File: src/rtl/assert_macros.svh
// Assertion macros shared by the quaternion unit RTL.
// No dependencies; included by files that carry concurrent assertions.
`ifndef ASSERT_MACROS_SVH
`define ASSERT_MACROS_SVH

// Checked on every rising edge outside reset.
`define QMR_ASSERT(lbl, clk, rstn, prop) \
    lbl: assert property (@(posedge clk) disable iff (!rstn) prop) \
        else $error("qmr assertion failed");

// Checked on every rising edge, reset included.
`define QMR_ASSERT_ALWAYS(lbl, clk, prop) \
    lbl: assert property (@(posedge clk) prop) \
        else $error("qmr assertion failed");

`endif

File: src/rtl/qmr_pkg.sv
// Shared constants for the quaternion multiply/rotate unit.
// No dependencies; used by qmr_sum_stage and the top level.
package qmr_pkg;

    localparam int COMP_WIDTH_DEF = 16;

    // Hamilton product sign table: component c takes p[i]*q[c^i],
    // subtracted where bit i of row c is set.
    localparam logic [3:0] HAM_NEG [4] = '{4'b1110, 4'b1000, 4'b0010, 4'b0100};

endpackage

File: src/rtl/qmr_prod_stage.sv
// Product stage: all sixteen cross products of two quaternions, registered.
// Standalone; instantiated twice by quaternion_multiply_rotate_unit.
module qmr_prod_stage #(
    parameter int PW = 16,
    parameter int QW = 16,
    parameter int SW = 1
) (
    input  logic                       aclk,
    input  logic                       aresetn,
    input  logic                       in_valid,
    output logic                       in_ready,
    input  logic signed [PW-1:0]       in_p [4],
    input  logic signed [QW-1:0]       in_q [4],
    input  logic        [SW-1:0]       in_side,
    output logic                       out_valid,
    input  logic                       out_ready,
    output logic signed [PW+QW-1:0]    out_prod [4][4],
    output logic        [SW-1:0]       out_side
);

    logic                    valid_reg;
    logic signed [PW+QW-1:0] prod_reg [4][4];
    logic        [SW-1:0]    side_reg;

    assign in_ready = !valid_reg || out_ready;

    always_ff @(posedge aclk) begin
        if (!aresetn) begin
            valid_reg <= 1'b0;
        end else if (in_ready) begin
            valid_reg <= in_valid;
        end
    end

    always_ff @(posedge aclk) begin
        if (in_ready && in_valid) begin
            for (int i = 0; i < 4; i++) begin
                for (int j = 0; j < 4; j++) begin
                    prod_reg[i][j] <= in_p[i] * in_q[j];
                end
            end
            side_reg <= in_side;
        end
    end

    assign out_valid = valid_reg;
    assign out_prod  = prod_reg;
    assign out_side  = side_reg;

endmodule

File: src/rtl/qmr_sum_stage.sv
// Round, sum and saturate stage of one Hamilton product, registered.
// Depends on qmr_pkg (sign table).
module qmr_sum_stage import qmr_pkg::*; #(
    parameter int W   = COMP_WIDTH_DEF,
    parameter int PRW = 2 * COMP_WIDTH_DEF,
    parameter int SW  = 1
) (
    input  logic                   aclk,
    input  logic                   aresetn,
    input  logic                   in_valid,
    output logic                   in_ready,
    input  logic signed [PRW-1:0]  in_prod [4][4],
    input  logic        [SW-1:0]   in_side,
    output logic                   out_valid,
    input  logic                   out_ready,
    output logic signed [W-1:0]    out_r [4],
    output logic        [SW-1:0]   out_side
);

    localparam int F    = W - 2;
    localparam int RW   = PRW + 1 - F;
    localparam int SUMW = RW + 2;
    localparam logic signed [PRW:0] HALF = (PRW + 1)'(1) << (F - 1);

    logic signed [PRW:0]    ext   [4][4];
    logic signed [RW-1:0]   rnd   [4][4];
    logic signed [SUMW-1:0] sum   [4];
    logic signed [W-1:0]    r_next [4];

    logic                   valid_reg;
    logic signed [W-1:0]    r_reg [4];
    logic        [SW-1:0]   side_reg;

    always_comb begin
        for (int c = 0; c < 4; c++) begin
            sum[c] = '0;
            for (int i = 0; i < 4; i++) begin
                ext[c][i] = {in_prod[i][2'(c ^ i)][PRW-1], in_prod[i][2'(c ^ i)]} + HALF;
                rnd[c][i] = ext[c][i][PRW:F];
                if (HAM_NEG[c][i]) begin
                    sum[c] = sum[c] - SUMW'(rnd[c][i]);
                end else begin
                    sum[c] = sum[c] + SUMW'(rnd[c][i]);
                end
            end
            if (sum[c][SUMW-1:W-1] == '0 || sum[c][SUMW-1:W-1] == '1) begin
                r_next[c] = sum[c][W-1:0];
            end else if (sum[c][SUMW-1]) begin
                r_next[c] = {1'b1, {(W-1){1'b0}}};
            end else begin
                r_next[c] = {1'b0, {(W-1){1'b1}}};
            end
        end
    end

    assign in_ready = !valid_reg || out_ready;

    always_ff @(posedge aclk) begin
        if (!aresetn) begin
            valid_reg <= 1'b0;
        end else if (in_ready) begin
            valid_reg <= in_valid;
        end
    end

    always_ff @(posedge aclk) begin
        if (in_ready && in_valid) begin
            r_reg    <= r_next;
            side_reg <= in_side;
        end
    end

    assign out_valid = valid_reg;
    assign out_r     = r_reg;
    assign out_side  = side_reg;

endmodule

File: src/rtl/quaternion_multiply_rotate_unit.sv
// Quaternion multiply / vector rotate unit, top level.
// Four registers from request accept to m_tvalid: two passes of product and
// round-sum stages. Throughput: one request per cycle unless m_tready stalls the output.
// Reset (aresetn low, synchronous) empties all stages; m_tvalid goes low.
// Depends on qmr_pkg, qmr_prod_stage, qmr_sum_stage, assert_macros.svh.
`include "assert_macros.svh"

module quaternion_multiply_rotate_unit import qmr_pkg::*; #(
    parameter int COMP_WIDTH = COMP_WIDTH_DEF
) (
    input  logic                                  aclk,
    input  logic                                  aresetn,
    input  logic                                  s_tvalid,
    output logic                                  s_tready,
    // a_w, a_x, a_y, a_z, b_w, b_x, b_y, b_z
    input  logic [8*COMP_WIDTH-1:0]               s_tdata,
    // mode
    input  logic                                  s_tuser,
    output logic                                  m_tvalid,
    input  logic                                  m_tready,
    // r_w, r_x, r_y, r_z, zero pad
    output logic [((4*COMP_WIDTH+7)/8)*8-1:0]     m_tdata
);

    localparam int W      = COMP_WIDTH;
    localparam int OUT_TW = ((4 * W + 7) / 8) * 8;
    localparam int SW1    = 4 * W + 1;

    logic signed [W-1:0]     a_in  [4];
    logic signed [W-1:0]     q1    [4];
    logic        [SW1-1:0]   side1;

    logic                    p1_valid, p1_ready;
    logic signed [2*W-1:0]   p1_prod [4][4];
    logic        [SW1-1:0]   p1_side;

    logic                    s1_valid, s1_ready;
    logic signed [W-1:0]     t_q   [4];
    logic        [SW1-1:0]   s1_side;

    logic signed [W:0]       q2    [4];
    logic signed [W:0]       one_q;
    logic                    s1_mode;

    logic                    p2_valid, p2_ready;
    logic signed [2*W:0]     p2_prod [4][4];
    logic        [0:0]       p2_side;

    logic signed [W-1:0]     r_q   [4];

    assign one_q   = {{2{1'b0}}, 1'b1, {(W-2){1'b0}}};
    assign s1_mode = s1_side[4*W];

    always_comb begin
        for (int i = 0; i < 4; i++) begin
            a_in[i] = s_tdata[i*W +: W];
            q1[i]   = s_tdata[(4+i)*W +: W];
        end
        if (s_tuser) begin
            q1[0] = '0;
        end
        side1 = {s_tuser, s_tdata[4*W-1:0]};
    end

    // rotate: t * conj(a), negation at one extra bit; multiply: t * 1
    always_comb begin
        if (s1_mode) begin
            q2[0] = {s1_side[W-1], s1_side[W-1:0]};
            for (int i = 1; i < 4; i++) begin
                q2[i] = -{s1_side[i*W+W-1], s1_side[i*W +: W]};
            end
        end else begin
            q2[0] = one_q;
            for (int i = 1; i < 4; i++) begin
                q2[i] = '0;
            end
        end
    end

    qmr_prod_stage #(.PW(W), .QW(W), .SW(SW1)) u_prod1 (
        .aclk      (aclk),
        .aresetn   (aresetn),
        .in_valid  (s_tvalid),
        .in_ready  (s_tready),
        .in_p      (a_in),
        .in_q      (q1),
        .in_side   (side1),
        .out_valid (p1_valid),
        .out_ready (p1_ready),
        .out_prod  (p1_prod),
        .out_side  (p1_side)
    );

    qmr_sum_stage #(.W(W), .PRW(2*W), .SW(SW1)) u_sum1 (
        .aclk      (aclk),
        .aresetn   (aresetn),
        .in_valid  (p1_valid),
        .in_ready  (p1_ready),
        .in_prod   (p1_prod),
        .in_side   (p1_side),
        .out_valid (s1_valid),
        .out_ready (s1_ready),
        .out_r     (t_q),
        .out_side  (s1_side)
    );

    qmr_prod_stage #(.PW(W), .QW(W+1), .SW(1)) u_prod2 (
        .aclk      (aclk),
        .aresetn   (aresetn),
        .in_valid  (s1_valid),
        .in_ready  (s1_ready),
        .in_p      (t_q),
        .in_q      (q2),
        .in_side   (s1_mode),
        .out_valid (p2_valid),
        .out_ready (p2_ready),
        .out_prod  (p2_prod),
        .out_side  (p2_side)
    );

    qmr_sum_stage #(.W(W), .PRW(2*W+1), .SW(1)) u_sum2 (
        .aclk      (aclk),
        .aresetn   (aresetn),
        .in_valid  (p2_valid),
        .in_ready  (p2_ready),
        .in_prod   (p2_prod),
        .in_side   (p2_side),
        .out_valid (m_tvalid),
        .out_ready (m_tready),
        .out_r     (r_q),
        .out_side  ()
    );

    assign m_tdata = OUT_TW'({r_q[3], r_q[2], r_q[1], r_q[0]});

    `QMR_ASSERT_ALWAYS(a_reset_empty, aclk, !aresetn |=> !m_tvalid)
    `QMR_ASSERT(a_full_when_blocked, aclk, aresetn, !s_tready |-> (p1_valid && s1_valid && p2_valid && m_tvalid && !m_tready))
    `QMR_ASSERT(a_bubble_fills, aclk, aresetn, (p2_valid && !m_tvalid) |=> m_tvalid)

endmodule

File: config.mk
export PLATFORM = sky130hd
export DESIGN_NAME = quaternion_multiply_rotate_unit
export DESIGN_NICKNAME = d
export VERILOG_FILES = /design/src/rtl/qmr_pkg.sv /design/src/rtl/qmr_prod_stage.sv /design/src/rtl/qmr_sum_stage.sv /design/src/rtl/quaternion_multiply_rotate_unit.sv
export VERILOG_INCLUDE_DIRS = /design/src /design/src/rtl
export SDC_FILE = /design/constraint.sdc
export NUM_CORES = 1
export LEC_CHECK = 0
export BUFFER_PORTS_ARGS = -buffer_cell sky130_fd_sc_hd__buf_2
export CORE_AREA = 3 3 76 78
export CTS_CLUSTER_DIAMETER = 30
export DETAILED_ROUTE_END_ITERATION = 8
export DIE_AREA = 0 0 79 81
export PLACE_DENSITY = 0.54
export SYNTH_ARGS = -nofsm -noshare
export SYNTH_HDL_FRONTEND = slang
export SYNTH_SLANG_ARGS = --single-unit
File: constraint.sdc
create_clock -name aclk -period 2.79 [get_ports aclk]
set_clock_uncertainty 0.1 [all_clocks]
set_input_delay 0.558 -clock aclk [delete_from_list [all_inputs] [get_ports aclk]]
set_output_delay 0.558 -clock aclk [all_outputs]
set_load 0.01 [all_outputs]
==> flow_summary.toml <==
[placement]
dp_slack_ps = 987
gp_congestion = 0.526
numPlacedInstances = 152
port_buffers = 5
placed_area_um2 = 503
hpwl_um = 662

[logic_synthesis]
synth_cell_type_count = 10
yosysWarnings = 0
synth_cells = 78
yosysSeqAreaShare = 0.126
syn_avg_cell_area_um2 = 8.13
yosys_register_bits = 4
netlist_area_um2 = 634

[layout]
fillCellCount = 625
drive_gt1_frac = 0.118
postLayoutCoreUtil = 0.106
multiInputGateArea_um2 = 310
nets = 220
seq_area_um2 = 80.1
area_growth_pct = -14.2
fin_cells = 155
n_antenna_cell = 0
stdcell_area_um2 = 544

[timing]
setup_slack_ps = 975
final.min_clock_period_ps = 1820
tns_ps = 0
rsz0062_at_grt = "false"
setup_viol = 0
hold_violations = 0
holdWs_ps = 360
fmax_mhz = 551
finalCritPeriodShare = 0.651
slew_violations = 0

[clock_network]
cts.hold.buffers_added = 0
cts-root-buf = "clkbuf_8"
tritoncts = "yes"
cts_buffer_depth = 2
clk_latency_ps = 210
cts.clk_slew.worst_paths_ps = 30
post_cts_buffers = 0
cts_resized = 0
clock-sinks = 4
numCtsBuffers = 3
h-tree-depth = 1

[floorplanning]
die_h_um = 81
core_area_um2 = 5140
rows = 26
die_w_um = 79
dieArea_um2 = 6400
initial_utilization = 0.123
ioPinCount = 199

[pwr]
combPwrFrac = 0.206
p_switching_mw = 0.0695
ir_drop_uv = 300
power_density_nw_per_um2 = 413
clockPowerShare = 0.523
p_sw_frac = 0.309
power.leakage_nw = 0.314
finalPower_mw = 0.225
seqPwrFrac = 0.272
p_int_mw = 0.155

[setup_path]
critPathTopFamily = "simple AND/OR/NAND/NOR gates"
path_common_cell = "buf_2"
crit_chain = "buf_2, and4b_1, nand2_1, buf_2"
cp.arrival_ps = 1160
worstPathMaxFanout = 3
worstPathRequired_ps = 2130
critical_path_class = "input port to output port"
end_kind = "output port"
cpPeakStageDelay_ps = 290
crit_path_start_kind = "input port"
slowest_stage = "and4b_1"
path_buf_inv = 2

[min_path]
hp-class = "flop to flop"

[global_route]
grt_max_degree = 6
grt_use_total = 0.0160
grt_pass1_vias = 138
grt_remaining_overflow = 0
grt_pass1_wl_um = 696
grt_antenna_before_repair = 0

[job]
cap_violations = 0

[run_status]
status = "completed"

[route]
drc_errors = 0
wl_per_cell_um = 4.72
dr_total_vias = 281
drtPass1Iterations = 1
finalWirelength_um = 732
drt_iter0_drc = 0
viasPerCell = 1.81
ant_nets = 0
==> cell usage in the layout (no fill, tap or decap), drive strengths merged <==
master / n
a22o: 1
and2: 1
and2b: 1
and3b: 1
and4b: 1
buf: 5
clkbuf: 3
conb: 64
dfxtp: 4
nand2: 1
o21a: 3
==> cell usage after synthesis <==
cell | count | area share
buf_4 | 64 | 0.76
dfxtp_1 | 4 | 0.13
o21a_1 | 3 | 0.036
a22o_1 | 1 | 0.014
and2_1 | 1 | 0.0099
and2b_2 | 1 | 0.014
and3b_2 | 1 | 0.016
and4b_1 | 1 | 0.016
conb_1 | 1 | 0.0059
nand2_1 | 1 | 0.0059
==> path summary, 6_finish.rpt <==
kind	depth (start not counted)	to	slack, ps	start
worst max-delay path	4	s_tready	970	m_tready
worst max register to register	2	u_prod1.out_valid$_SDFFE_PN0P_	1870	u_sum2.out_valid$_SDFFE_PN0P_
worst min-delay path	1	u_prod2.out_valid$_SDFFE_PN0P_	360	u_sum1.out_valid$_SDFFE_PN0P_
worst min register to register	1	u_prod2.out_valid$_SDFFE_PN0P_	360	u_sum1.out_valid$_SDFFE_PN0P_
==> final cells by class <==
| cell class | count | area share |
|---|---|---|
| timing repair buffer | 5 | 0.0460 |
| tap | 70 | 0.161 |
| multi-input combinational | 73 | 0.570 |
| sequential | 4 | 0.147 |
| clock buffer | 3 | 0.0759 |
==> power groups by stage <==
| stage | Combinational (mW) | Clock, mW | Sequential [mW] |
|---|---|---|---|
| after floorplan | 0.107 | 0 | 0.0616 |
| after global placement | 0.0438 | 0 | 0.0616 |
| after detailed placement | 0.0438 | 0 | 0.0618 |
| after CTS | 0.0439 | 0.122 | 0.0611 |
| after global routing | 0.0523 | 0.127 | 0.0614 |
| final | 0.0462 | 0.118 | 0.0611 |
==> per-layer routing <==
layer  vias up  track usage  share of wire
met5         -            0              0
met4         0      0.00515              0
met3         0       0.0200           0.21
met2        37       0.0244           0.52
met1       117       0.0125           0.27
li1        127            -              -
==> logic make-up after synthesis <==
kind of cell,count (synthesis),share of synthesized area
flip-flops,4,0.126
buffers and inverters,64,0.757
AO/OA/AOI/OAI,4,0.0493
other,1,0.00591
AND/OR/NAND/NOR,5,0.0611
==> sequential cells by signal, indices dropped and copies added, names as in the netlist <==
register           cells
u_prod2.out_valid      1
u_sum1.out_valid       1
u_prod1.out_valid      1
u_sum2.out_valid       1
No activity file was read; power rests on OpenSTA's default activity.
